[config.mk]
export PLATFORM = sky130hd
export DESIGN_NAME = subset_sum_min_max_cardinality
export DESIGN_NICKNAME = d
export VERILOG_FILES = /design/src/ssmm_pkg.sv /design/src/subset_sum_min_max_cardinality.sv /design/src/ssmm_useq.sv
export SDC_FILE = /design/constraint.sdc
export NUM_CORES = 1
export LEC_CHECK = 0
export ABC_CLOCK_PERIOD_IN_PS = 5700
export BUFFER_PORTS_ARGS = -buffer_cell sky130_fd_sc_hd__buf_2
export CAP_MARGIN = 20
export CORE_UTILIZATION = 60
export CTS_BUF_LIST = sky130_fd_sc_hd__clkbuf_8
export DETAILED_ROUTE_END_ITERATION = 10
export GPL_ROUTABILITY_DRIVEN = 0
export PLACE_DENSITY = 0.77
export SYNTH_ARGS = -nofsm -noshare
export SYNTH_HDL_FRONTEND = slang
export SYNTH_SLANG_ARGS = --single-unit
[constraint.sdc]
create_clock -name clk -period 5.7 [get_ports clk]
set_input_delay 1.14 -clock clk [delete_from_list [all_inputs] [get_ports clk]]
set_output_delay 1.14 -clock clk [all_outputs]
set_load 0.01 [all_outputs]
[src/ssmm_pkg.sv]
package ssmm_pkg;

  localparam int MAX_ELEMS   = 16;
  localparam int VALUE_WIDTH = 16;
  localparam int TARGET_W    = 21;
  localparam int IDX_W       = (MAX_ELEMS > 1) ? $clog2(MAX_ELEMS) : 1;
  localparam int CNT_W       = $clog2(MAX_ELEMS + 1);
  localparam int SUM_W       = (VALUE_WIDTH + CNT_W > TARGET_W) ?
                               (VALUE_WIDTH + CNT_W) : TARGET_W;

  // microprogram addresses
  localparam int UPC_W = 4;
  localparam logic [UPC_W-1:0] U_IDLE = 4'd0;
  localparam logic [UPC_W-1:0] U_INIT = 4'd1;
  localparam logic [UPC_W-1:0] U_EXAM = 4'd2;
  localparam logic [UPC_W-1:0] U_ADV  = 4'd3;
  localparam logic [UPC_W-1:0] U_ACC  = 4'd4;
  localparam logic [UPC_W-1:0] U_EBEG = 4'd5;
  localparam logic [UPC_W-1:0] U_RD   = 4'd6;
  localparam logic [UPC_W-1:0] U_OUT  = 4'd7;
  localparam logic [UPC_W-1:0] U_NSET = 4'd8;
  localparam logic [UPC_W-1:0] U_DONE = 4'd9;
  localparam logic [UPC_W-1:0] U_MARK = 4'd10;

  // jump conditions
  localparam int COND_W = 3;
  localparam logic [COND_W-1:0] C_NEVER  = 3'd0;
  localparam logic [COND_W-1:0] C_ALWAYS = 3'd1;
  localparam logic [COND_W-1:0] C_WAIT   = 3'd2;
  localparam logic [COND_W-1:0] C_DONE   = 3'd3;
  localparam logic [COND_W-1:0] C_EMPTY  = 3'd4;
  localparam logic [COND_W-1:0] C_MORE   = 3'd5;
  localparam logic [COND_W-1:0] C_FIRST  = 3'd6;

  typedef struct packed {
    logic              clr_search;
    logic              exam;
    logic              advance;
    logic              accum;
    logic              emit_begin;
    logic              rd_elem;
    logic              emit_member;
    logic              emit_marker;
    logic              next_set;
    logic              finish;
    logic [COND_W-1:0] cond_sel;
    logic [UPC_W-1:0]  target;
  } uword_t;

  typedef struct packed {
    logic wait_go;
    logic search_done;
    logic mask_empty;
    logic scan_more;
    logic first_set;
  } ucond_t;

  function automatic uword_t ucode(input logic [UPC_W-1:0] addr);
    uword_t w;
    w = '0;
    unique case (addr)
      U_IDLE: begin
        w.cond_sel = C_WAIT;
        w.target   = U_IDLE;
      end
      U_INIT: w.clr_search = 1'b1;
      U_EXAM: begin
        w.exam     = 1'b1;
        w.cond_sel = C_DONE;
        w.target   = U_EBEG;
      end
      U_ADV: w.advance = 1'b1;
      U_ACC: begin
        w.accum    = 1'b1;
        w.cond_sel = C_ALWAYS;
        w.target   = U_EXAM;
      end
      U_EBEG: begin
        w.emit_begin = 1'b1;
        w.cond_sel   = C_EMPTY;
        w.target     = U_MARK;
      end
      U_RD: w.rd_elem = 1'b1;
      U_OUT: begin
        w.emit_member = 1'b1;
        w.cond_sel    = C_MORE;
        w.target      = U_RD;
      end
      U_NSET: begin
        w.next_set = 1'b1;
        w.cond_sel = C_FIRST;
        w.target   = U_EBEG;
      end
      U_DONE: begin
        w.finish   = 1'b1;
        w.cond_sel = C_ALWAYS;
        w.target   = U_IDLE;
      end
      U_MARK: begin
        w.emit_marker = 1'b1;
        w.cond_sel    = C_ALWAYS;
        w.target      = U_NSET;
      end
      default: begin
        w.cond_sel = C_ALWAYS;
        w.target   = U_IDLE;
      end
    endcase
    return w;
  endfunction

  // index of the lowest set bit
  function automatic logic [IDX_W-1:0] ctz(input logic [MAX_ELEMS-1:0] v);
    logic [IDX_W-1:0] r;
    logic             hit;
    r   = '0;
    hit = 1'b0;
    for (int i = 0; i < MAX_ELEMS; i++) begin
      if (!hit && v[i]) begin
        r   = IDX_W'(i);
        hit = 1'b1;
      end
    end
    return r;
  endfunction

  function automatic logic [MAX_ELEMS-1:0] bitrev(input logic [MAX_ELEMS-1:0] v);
    logic [MAX_ELEMS-1:0] r;
    for (int i = 0; i < MAX_ELEMS; i++) begin
      r[MAX_ELEMS-1-i] = v[i];
    end
    return r;
  endfunction

endpackage

[src/subset_sum_min_max_cardinality.sv]
// subset-sum search keeping the largest and smallest matching subsets
//
// input requests: element_value / last_element are taken at a rising edge with
// start high and busy low. requests without last_element only load the element
// store (one per cycle, extra elements beyond the store depth are dropped).
// a request with last_element starts the search over all 2^n subsets of the
// n loaded elements; busy stays high until the whole answer is out.
// config: target_sum is written over cfg_valid / cfg_ready / cfg_data while idle
// results: flagged by result_valid for a single cycle; the receiver cannot
// stall. members of the largest subset come first (which_subset 0), then
// the smallest (which_subset 1), in index order; an empty or missing subset
// gives one marker with is_member low. last_result marks the final result
// of the run.
// search: the search walks the subsets in gray-code order, one element add or
// subtract per step; each subset costs three microcode steps (examine,
// advance, accumulate). the answer scan of a non-empty list takes two steps
// per element.
// reset: clears the element count, the stored answer and target_sum; no
// result is pending after reset.
module subset_sum_min_max_cardinality import ssmm_pkg::*; (
  input  logic                          clk,
  input  logic                          rst,
  input  logic                          start,
  output logic                          busy,
  input  logic signed [VALUE_WIDTH-1:0] element_value,
  input  logic                          last_element,
  input  logic                          cfg_valid,
  output logic                          cfg_ready,
  input  logic signed [TARGET_W-1:0]    cfg_data,
  output logic                          result_valid,
  output logic                          which_subset,
  output logic signed [VALUE_WIDTH-1:0] member_value,
  output logic                          is_member,
  output logic                          found,
  output logic                          last_result
);

  uword_t ctrl;
  ucond_t cond;

  // element store and load side
  logic signed [VALUE_WIDTH-1:0] elem_mem [MAX_ELEMS];
  logic [CNT_W-1:0]              count;
  logic signed [TARGET_W-1:0]    target_sum;
  logic                          accept;

  // search datapath
  logic [MAX_ELEMS-1:0]          j;
  logic [MAX_ELEMS-1:0]          j_inc;
  logic [MAX_ELEMS-1:0]          last_j;
  logic [MAX_ELEMS-1:0]          mask;
  logic signed [SUM_W-1:0]       sum;
  logic signed [SUM_W-1:0]       rdata_ext;
  logic [CNT_W-1:0]              cnt;
  logic [IDX_W-1:0]              flip_idx;
  logic signed [VALUE_WIDTH-1:0] rdata;
  logic                          match;
  logic                          upd_large;
  logic                          upd_small;

  // stored answer
  logic [MAX_ELEMS-1:0]          lmask;
  logic [MAX_ELEMS-1:0]          smask;
  logic [CNT_W-1:0]              lcnt;
  logic [CNT_W-1:0]              scnt;
  logic                          any_found;

  // answer scan
  logic                          which;
  logic [IDX_W-1:0]              p;
  logic [MAX_ELEMS-1:0]          mask_sel;
  logic [MAX_ELEMS-1:0]          mask_above;

  ssmm_useq u_useq (
    .clk  (clk),
    .rst  (rst),
    .cond (cond),
    .ctrl (ctrl),
    .busy (busy)
  );

  assign accept    = start && !busy;
  assign cfg_ready = !busy;

  // gray code step: the bit that flips is the lowest set bit of j + 1
  assign j_inc     = j + 1'b1;
  assign last_j    = {MAX_ELEMS{1'b1}} >> (CNT_W'(MAX_ELEMS) - count);
  assign rdata_ext = SUM_W'(rdata);
  assign match     = (sum == SUM_W'(target_sum));

  // equal count: the earlier subset in post-order has the larger bit-reversed mask
  assign upd_large = match && (!any_found || cnt > lcnt ||
                     (cnt == lcnt && bitrev(mask) > bitrev(lmask)));
  assign upd_small = match && (!any_found || cnt < scnt ||
                     (cnt == scnt && bitrev(mask) > bitrev(smask)));

  assign mask_sel   = which ? smask : lmask;
  assign mask_above = (mask_sel >> p) >> 1;

  always_comb begin
    cond.wait_go     = !(accept && last_element);
    cond.search_done = (j == last_j);
    cond.mask_empty  = (mask_sel == '0);
    cond.scan_more   = ((CNT_W'(p) + 1'b1) != count);
    cond.first_set   = !which;
  end

  always_ff @(posedge clk) begin
    if (accept && count < CNT_W'(MAX_ELEMS)) begin
      elem_mem[count[IDX_W-1:0]] <= element_value;
    end
    if (ctrl.advance) begin
      rdata <= elem_mem[ctz(j_inc)];
    end else if (ctrl.rd_elem) begin
      rdata <= elem_mem[p];
    end
  end

  always_ff @(posedge clk) begin
    if (rst) begin
      count <= '0;
    end else if (ctrl.finish) begin
      count <= '0;
    end else if (accept && count < CNT_W'(MAX_ELEMS)) begin
      count <= count + 1'b1;
    end
  end

  always_ff @(posedge clk) begin
    if (rst) begin
      target_sum <= '0;
    end else if (cfg_valid && cfg_ready) begin
      target_sum <= cfg_data;
    end
  end

  // subset walk
  always_ff @(posedge clk) begin
    if (ctrl.clr_search) begin
      j    <= '0;
      mask <= '0;
      sum  <= '0;
      cnt  <= '0;
    end
    if (ctrl.advance) begin
      j        <= j_inc;
      flip_idx <= ctz(j_inc);
    end
    if (ctrl.accum) begin
      mask[flip_idx] <= !mask[flip_idx];
      if (mask[flip_idx]) begin
        sum <= sum - rdata_ext;
        cnt <= cnt - 1'b1;
      end else begin
        sum <= sum + rdata_ext;
        cnt <= cnt + 1'b1;
      end
    end
  end

  always_ff @(posedge clk) begin
    if (rst) begin
      lmask     <= '0;
      smask     <= '0;
      lcnt      <= '0;
      scnt      <= '0;
      any_found <= 1'b0;
    end else if (ctrl.clr_search) begin
      lmask     <= '0;
      smask     <= '0;
      lcnt      <= '0;
      scnt      <= '0;
      any_found <= 1'b0;
    end else if (ctrl.exam) begin
      if (upd_large) begin
        lmask <= mask;
        lcnt  <= cnt;
      end
      if (upd_small) begin
        smask <= mask;
        scnt  <= cnt;
      end
      if (match) begin
        any_found <= 1'b1;
      end
    end
  end

  // answer scan pointer and list select
  always_ff @(posedge clk) begin
    if (rst) begin
      which <= 1'b0;
      p     <= '0;
    end else begin
      if (ctrl.clr_search) begin
        which <= 1'b0;
      end else if (ctrl.next_set) begin
        which <= 1'b1;
      end
      if (ctrl.emit_begin) begin
        p <= '0;
      end else if (ctrl.emit_member) begin
        p <= p + 1'b1;
      end
    end
  end

  // result register
  always_ff @(posedge clk) begin
    if (rst) begin
      result_valid <= 1'b0;
    end else begin
      result_valid <= (ctrl.emit_member && mask_sel[p]) || ctrl.emit_marker;
    end
  end

  always_ff @(posedge clk) begin
    if (ctrl.emit_member) begin
      which_subset <= which;
      member_value <= rdata;
      is_member    <= 1'b1;
      found        <= any_found;
      last_result  <= which && (mask_above == '0);
    end else if (ctrl.emit_marker) begin
      which_subset <= which;
      member_value <= '0;
      is_member    <= 1'b0;
      found        <= any_found;
      last_result  <= which;
    end
  end

  // results only come out during a run
  assert property (@(posedge clk) disable iff (rst) result_valid |-> busy)
    else $error("result outside a run");

  assert property (@(posedge clk) disable iff (rst)
    (result_valid && is_member) |-> found)
    else $error("member reported without a match");

  assert property (@(posedge clk) disable iff (rst)
    (result_valid && !is_member) |-> (member_value == '0))
    else $error("marker carries a value");

  assert property (@(posedge clk) disable iff (rst)
    (result_valid && last_result) |-> which_subset)
    else $error("run ended on the largest list");

  assert property (@(posedge clk) disable iff (rst)
    (accept && last_element) |=> busy)
    else $error("search did not start");

endmodule

[src/ssmm_useq.sv]
module ssmm_useq import ssmm_pkg::*; (
  input  logic   clk,
  input  logic   rst,
  input  ucond_t cond,
  output uword_t ctrl,
  output logic   busy
);

  logic [UPC_W-1:0] upc;
  logic [UPC_W-1:0] upc_next;
  logic             take;

  assign ctrl = ucode(upc);
  assign busy = (upc != U_IDLE);

  always_comb begin
    unique case (ctrl.cond_sel)
      C_NEVER:  take = 1'b0;
      C_ALWAYS: take = 1'b1;
      C_WAIT:   take = cond.wait_go;
      C_DONE:   take = cond.search_done;
      C_EMPTY:  take = cond.mask_empty;
      C_MORE:   take = cond.scan_more;
      C_FIRST:  take = cond.first_set;
      default:  take = 1'b1;
    endcase
    upc_next = take ? ctrl.target : upc + 1'b1;
  end

  always_ff @(posedge clk) begin
    if (rst) begin
      upc <= U_IDLE;
    end else begin
      upc <= upc_next;
    end
  end

endmodule

==> out/qor.tcl, run 1 <==
set qor(run_status) {finished, final reports clean}
set qor(rsz0062_at_grt) {no}
set qor(finalClockSkew_ps) 31.96
set qor(antenna_left) 0
set qor(crit_type) {register to register}
set qor(r2r.worst_path.cells) 14
set qor(post_synth_main_area_contributors) {sky130_fd_sc_hd__edfxtp_1, sky130_fd_sc_hd__mux4_2, sky130_fd_sc_hd__dfxtp_1}
set qor(post-synth-top-count-cell) {sky130_fd_sc_hd__edfxtp_1}
set qor(grt_antenna_before_repair) 5
set qor(first_global_vias) 16720
set qor(grt-busiest-layer) {met2}
set qor(setup.worst_path.end_class) {register}
set qor(timing.critical_path.max_delay_family) {compound AO/OA/AOI/OAI gates}
set qor(cap_viol_max_count) 0
set qor(pwr_density_cell_nw_per_um2) 371.4
set qor(drt_iter0_markers) 1783
set qor(post_cts_buffers) 0
set qor(timing.hold.worst.start) {scnt[0]$_SDFFE_PP0P_}
set qor(wirelength_mm) 59.49
set qor(die_height_um) 199.9
set qor(tritoncts) {done}
set qor(timing.critical_path.fanout_max) 18
set qor(hold_path.class) {register to register}
set qor(io_pins) 65
set qor(standard_cell_core_area_um2) 38650
set qor(postCtsResizedCells) 0
set qor(layout-drive-gt1-share_pct) 15.40
set qor(globalRoute.totalOverflow) 0
set qor(start_util_pct) 60.83
set qor(synth-seq-area-share_pct) 51.56
set qor(post-dp-hpwl_mm) 38.30
set qor(crit_path_start_kind) {register}
set qor(synth_top_area_share_pct) 43.05
set qor(num_rows) 72
set qor(setup_violations) 0
set qor(route.detailed.wl_per_inst_um) 22.68
set qor(ctsLongestPathBuffers) 3
set qor(rrSetupSlack_ps) 740
set qor(ys_types) 72
set qor(final.setup.tns_ps) 0
set qor(worst_setup_hold_path_clk_slew_ps) 60
set qor(dp_slack_ps) 830.9
set qor(rr_startpoint) {flip_idx[0]$_DFFE_PP_}
set qor(cp.arrival_ps) 5300
set qor(gr-usage-all-layers_pct) 30.46
set qor(worstPathCellList) {mux4_2 > mux4_2 > mux2i_1 > ha_1 > nor2b_1 > o21ai_0 > a21boi_0 > o21ai_0 > a211oi_1 > o311ai_0 > a21oi_1 > o2111ai_1 > nand3_1 > nor3b_1}
set qor(die_area_um2) 39970
set qor(cts-buffers-inserted) 73
set qor(worst_r2r_endpoint) {sum[19]$_SDFFCE_PN0P_}
set qor(finalMaxSlewViolations) 0
set qor(cts_num_sinks) 437
set qor(vdd_drop_max_mv) 0.3211
set qor(worstHoldEndpoint) {scnt[0]$_SDFFE_PP0P_}
set qor(crit_required_ps) 6050
set qor(fmax_mhz) 201.8
set qor(drt-vias-per-instance) 6.455
set qor(netlist_area_pre_place_um2) 23510
set qor(asyncSetResetFlopFracSynth_pct) 0
set qor(synth.net_count) 2119
set qor(route.detailed.drc) 0
set qor(synth_area_per_cell_um2) 11.80
set qor(cts_max_level) 3
set qor(report.power.total_mw) 9.545
set qor(timing.final.crit_share_pct) 86.95
set qor(grt_pass1_wl_mm) 91.16
set qor(crit_buf_inv) 0
set qor(edff_count_synth) 337
set qor(yosys-top-cells-count) {sky130_fd_sc_hd__edfxtp_1, sky130_fd_sc_hd__nand2_1, sky130_fd_sc_hd__mux2i_1}
set qor(detailedRoute.firstPassIterationCount) 7
set qor(dominantRegCellSynth) {sky130_fd_sc_hd__edfxtp_1}
set qor(tightestPinTransition_ps) 1236
set qor(place.detailed.instances) 2491
set qor(finalNetCount) 2176
set qor(area_delta_synth_final_pct) 9.314
set qor(post_cts_hold_buffer_count) 0
set qor(grt.met3_usage_pct) 6.015
set qor(worst_path_max_delay_cell) {sky130_fd_sc_hd__mux4_2}
set qor(cts.root.buffer_cell) {sky130_fd_sc_hd__clkbuf_8}
set qor(insertion_delay_ps) 650
set qor(leakage_nw) 9.547
set qor(synthCells) 1992
set qor(synth_top_area_cell) {sky130_fd_sc_hd__edfxtp_1}
set qor(via_count) 16930
set qor(ys_ff_latch) 437
set qor(dieWidth_um) 199.9
set qor(grtUsageMet1_pct) 38.73
set qor(yosysWarningCount) 0
set qor(globalRouteMet2Util_pct) 49.73
set qor(final_critical_period_ps) 4956
set qor(numPortBuffers) 64
set qor(biggest_cell_delay_along_the_critical_path_ps) 700
set qor(largest_net_degree_at_the_start_of_global_routing) 49
set qor(report.final.hold_viol_count) 0
set qor(final_cell_count_no_fill) 2623
set qor(finalWorstSetupSlack_ps) 744.0
set qor(slew_headroom_pct) 17.62
set qor(min_path_cells) 2
## cells in the final DEF (no fill, tap or decap), types with 29 or more instances in the layout
master / netlist / routed
sky130_fd_sc_hd__a21oi_1: 100 / 97
sky130_fd_sc_hd__buf_2: 12 / 64
sky130_fd_sc_hd__buf_4: 12 / 32
sky130_fd_sc_hd__clkbuf_8: 0 / 79
sky130_fd_sc_hd__dfxtp_1: 100 / 97
sky130_fd_sc_hd__edfxtp_1: 337 / 337
sky130_fd_sc_hd__ha_1: 83 / 83
sky130_fd_sc_hd__inv_1: 77 / 100
sky130_fd_sc_hd__mux2i_1: 183 / 183
sky130_fd_sc_hd__mux4_2: 89 / 89
sky130_fd_sc_hd__nand2_1: 197 / 197
sky130_fd_sc_hd__nand3_1: 34 / 34
sky130_fd_sc_hd__nand4_1: 29 / 29
sky130_fd_sc_hd__nor2_1: 151 / 139
sky130_fd_sc_hd__nor3_1: 35 / 31
sky130_fd_sc_hd__o21ai_0: 63 / 63
sky130_fd_sc_hd__o22ai_1: 33 / 33
sky130_fd_sc_hd__xnor2_1: 52 / 52
sky130_fd_sc_hd__xor2_1: 29 / 29
## metrics by stage
step                hold WS (ps)  utilization (%)  instance area [µm²]
floorplan                  438.1                -                23510
global placement           446.5            62.94                24330
detailed placement         457.8            62.94                24330
CTS                        466.0            66.41                25670
global route               486.6            66.49                25690
finish                     463.0            66.49                25700
## logic make-up after synthesis
family / synth area share (%)
xor gates and xnor gates: 3.018
buffers and inverters: 3.481
and+or+nand+nor: 11.11
muxes: 16.61
AOI/OAI and AO/OA: 9.591
adders and majority gates: 4.631
DFF: 51.56
## sequential cells by signal, indices dropped and copies added (netlist names), 16 cells and up, named ones only
| register | cells |
|---|---|
| member_value | 16 |
| elem_mem | 256 |
| mask | 16 |
| lmask | 16 |
| sum | 21 |
| target_sum | 21 |
| rdata | 16 |
| j | 16 |
| smask | 16 |
## per-layer routing
| layer | wire length (µm) | up-vias |
|---|---|---|
| met3 | 5424 | 211 |
| met5 | 48 | - |
| met2 | 28050 | 852 |
| met4 | 2808 | 8 |
| met1 | 23160 | 8223 |
| li1 | - | 7638 |
## report_power, final
part           switching [mW]  internal [mW]
Combinational            1.73           1.20
Clock                    1.27           1.33
Sequential              0.295           3.72
## area by class of cell
cell class / count / area (µm²)
multi-input cells: 1359 / 10640
fillers: 2796 / 12950
repair buffers: 100 / 648.1
flip-flops and latches: 437 / 12130
clock inverters: 51 / 254.0
inverters: 78 / 292.8
clock buffers: 79 / 1087
diodes: 1 / 2.502
well taps: 518 / 648.1
## worst max-delay path by stage
stage	startpoint	endpoint	slack (ps)	cells after the start
final	flip_idx[0]$_DFFE_PP_	sum[19]$_SDFFCE_PN0P_	740	14
after detailed placement	flip_idx[0]$_DFFE_PP_	sum[19]$_SDFFCE_PN0P_	830	14
after floorplan	flip_idx[0]$_DFFE_PP_	sum[19]$_SDFFCE_PN0P_	1070	17
after CTS	flip_idx[0]$_DFFE_PP_	sum[19]$_SDFFCE_PN0P_	810	14
after global routing	flip_idx[0]$_DFFE_PP_	sum[19]$_SDFFCE_PN0P_	460	14
after global placement	flip_idx[0]$_DFFE_PP_	sum[19]$_SDFFCE_PN0P_	950	14
## worst reg2reg max path: cells and delay by family, from the launching register on
kind                       cells  cell delay (ps)
muxes                          3             1630
and+or+nand+nor                3              360
AOI/OAI and AO/OA              7             1820
DFF                            1              560
adders and majority gates      1              290
Power figures use the tool's default switching activity.
==> run 2, diff against run 1 <==
--- a/config.mk
+++ b/config.mk
@@ -5,14 +5,14 @@
 export SDC_FILE = /design/constraint.sdc
 export NUM_CORES = 1
 export LEC_CHECK = 0
-export ABC_CLOCK_PERIOD_IN_PS = 5700
-export BUFFER_PORTS_ARGS = -buffer_cell sky130_fd_sc_hd__buf_2
+export ABC_CLOCK_PERIOD_IN_PS = 5500
 export CAP_MARGIN = 20
 export CORE_UTILIZATION = 60
 export CTS_BUF_LIST = sky130_fd_sc_hd__clkbuf_8
 export DETAILED_ROUTE_END_ITERATION = 10
+export DONT_BUFFER_PORTS = 1
 export GPL_ROUTABILITY_DRIVEN = 0
-export PLACE_DENSITY = 0.77
+export PLACE_DENSITY = 0.76
 export SYNTH_ARGS = -nofsm -noshare
 export SYNTH_HDL_FRONTEND = slang
 export SYNTH_SLANG_ARGS = --single-unit
==> constraint.sdc (replaced) <==
create_clock -name clk -period 5.5 [get_ports clk]
set_input_delay 1.1 -clock clk [delete_from_list [all_inputs] [get_ports clk]]
set_output_delay 1.1 -clock clk [all_outputs]
set_load 0.01 [all_outputs]
==> run 2 against run 1 <==
Final area is 1.1% lower. Total power is 4.4% higher. Routed wire length is 0.55% higher. Critical endpoint unchanged. Largest power group unchanged. Highest routed layer is now met4.
==> out/qor.tcl, run 2 (same netlist as run 1, synthesis figures left out) <==
set qor(run_status) {finished, final reports clean}
set qor(detailedRoute.firstPassIterationCount) 6
set qor(timing.critical_path.fanout_max) 8
set qor(finalClockSkew_ps) 40.51
set qor(rrSetupSlack_ps) 740
set qor(setup_violations) 0
set qor(route.detailed.drc) 0
set qor(route.detailed.wl_per_inst_um) 23.37
set qor(largest_reg_flops) 256
set qor(final.setup.tns_ps) 0
set qor(finalMaxSlewViolations) 0
set qor(cp.arrival_ps) 5140
set qor(globalRoute.totalOverflow) 0
set qor(die_area_um2) 39970
set qor(via_count) 16610
set qor(worstPathCellList) {mux4_2 > mux4_2 > mux2i_1 > ha_1 > nor2b_1 > o21ai_0 > a21boi_0 > o21ai_0 > a211oi_1 > o311ai_0 > a21oi_1 > o2111ai_1 > nand3_1 > nor3b_1}
set qor(cts_max_level) 3
set qor(standard_cell_core_area_um2) 38650
set qor(grt_pass1_wl_mm) 91.63
set qor(timing.final.crit_share_pct) 86.59
set qor(setup.worst_path.end_class) {register}
set qor(largest_net_degree_at_the_start_of_global_routing) 69
set qor(fmax_mhz) 210.0
set qor(wirelength_mm) 59.82
set qor(final_cell_count_no_fill) 2560
set qor(io_pins) 65
set qor(num_rows) 72
set qor(drt_iter0_markers) 1716
set qor(crit_required_ps) 5880
set qor(tightestPinTransition_ps) 1196
set qor(ctsLongestPathBuffers) 3
set qor(post-dp-hpwl_mm) 38.44
set qor(crit_type) {register to register}
set qor(hold_path.class) {register to register}
set qor(slew_headroom_pct) 20.14
set qor(finalNetCount) 2114
set qor(post_cts_hold_buffer_count) 0
set qor(finalWorstSetupSlack_ps) 737.3
set qor(postCtsResizedCells) 0
set qor(num_antenna_cells) 0
set qor(report.final.hold_viol_count) 0
set qor(tritoncts) {done}
set qor(first_global_vias) 16430
set qor(vdd_drop_max_mv) 0.2837
set qor(worst_setup_hold_path_clk_slew_ps) 70
set qor(layout-drive-gt1-share_pct) 13.03
set qor(final_common_cell) {sky130_fd_sc_hd__edfxtp_1}
set qor(drt-vias-per-instance) 6.489
set qor(pwr_density_cell_nw_per_um2) 391.9
set qor(cap_viol_max_count) 0
set qor(antenna_left) 0
set qor(numPortBuffers) 0
set qor(rsz0062_at_grt) {no}
set qor(worst_path_max_delay_cell) {sky130_fd_sc_hd__mux4_2}
set qor(most_frequent_cells_in_the_layout) {sky130_fd_sc_hd__edfxtp_1, sky130_fd_sc_hd__nand2_1, sky130_fd_sc_hd__mux2i_1, sky130_fd_sc_hd__nor2_1, sky130_fd_sc_hd__inv_1}
set qor(place.detailed.instances) 2429
set qor(crit_path_start_kind) {register}
set qor(leakage_nw) 9.340
set qor(post_cts_buffers) 0
set qor(area_delta_synth_final_pct) 8.112
set qor(start_util_pct) 60.83
set qor(grt_antenna_before_repair) 1
set qor(final_critical_period_ps) 4763
set qor(dieWidth_um) 199.9
set qor(cts.root.buffer_cell) {sky130_fd_sc_hd__clkbuf_8}
set qor(biggest_cell_delay_along_the_critical_path_ps) 610
set qor(cts-buffers-inserted) 74
set qor(insertion_delay_ps) 660
set qor(dp_slack_ps) 788.4
set qor(die_height_um) 199.9
set qor(cts_num_sinks) 437
set qor(gr-usage-all-layers_pct) 30.59
run 2: final timing paths:
check	startpoint	to	cells after the start
setup / recovery	flip_idx[0]$_DFFE_PP_	sum[19]$_SDFFCE_PN0P_	14
hold / removal	scnt[3]$_SDFFE_PP0P_	scnt[3]$_SDFFE_PP0P_	2
setup reg to reg	flip_idx[0]$_DFFE_PP_	sum[19]$_SDFFCE_PN0P_	14
hold reg to reg	scnt[3]$_SDFFE_PP0P_	scnt[3]$_SDFFE_PP0P_	2
run 2: area by class of cell:
class                   count  area [µm²]
clock buffers              79        1087
clock inverters            52       311.5
fillers                  2811       13230
inverters                  78       292.8
multi-input cells        1359       10640
flip-flops and latches    437       12130
well taps                 518       648.1
repair buffers             37       310.3
run 2: through the flow:
step                      area (µm²)  hold WS (ps)  total power, mW  utilization, %
final                          25410         466.1            9.961           65.76
after global routing           25410         486.3            10.42           65.76
after CTS                      25410         466.5            9.949           65.76
after detailed placement       24020         457.2            7.148           62.14
after global placement         24000         444.3            7.045           62.10
after floorplan                23510         438.1            6.430               -
run 2: metal layers:
layer,track usage (%),vias to the layer above,share of wire (%)
li1,-,7497,-
met1,38.74,8059,38
met2,50.59,850,48
met3,6.216,205,9.0
met4,14.39,0,4.4
met5,0,-,0
run 2: power by group:
group / switching [mW] / internal, mW
Combinational: 1.77 / 1.22
Clock: 1.34 / 1.48
Sequential: 0.308 / 3.86
Total: 3.41 / 6.55
run 2: critical path: cells and delay by family (launching register included):
family	cells	cell delay, ps
mux	3	1470
flops	1	550
compound gates	7	1810
fa+ha+maj	1	300
simple gates	3	370
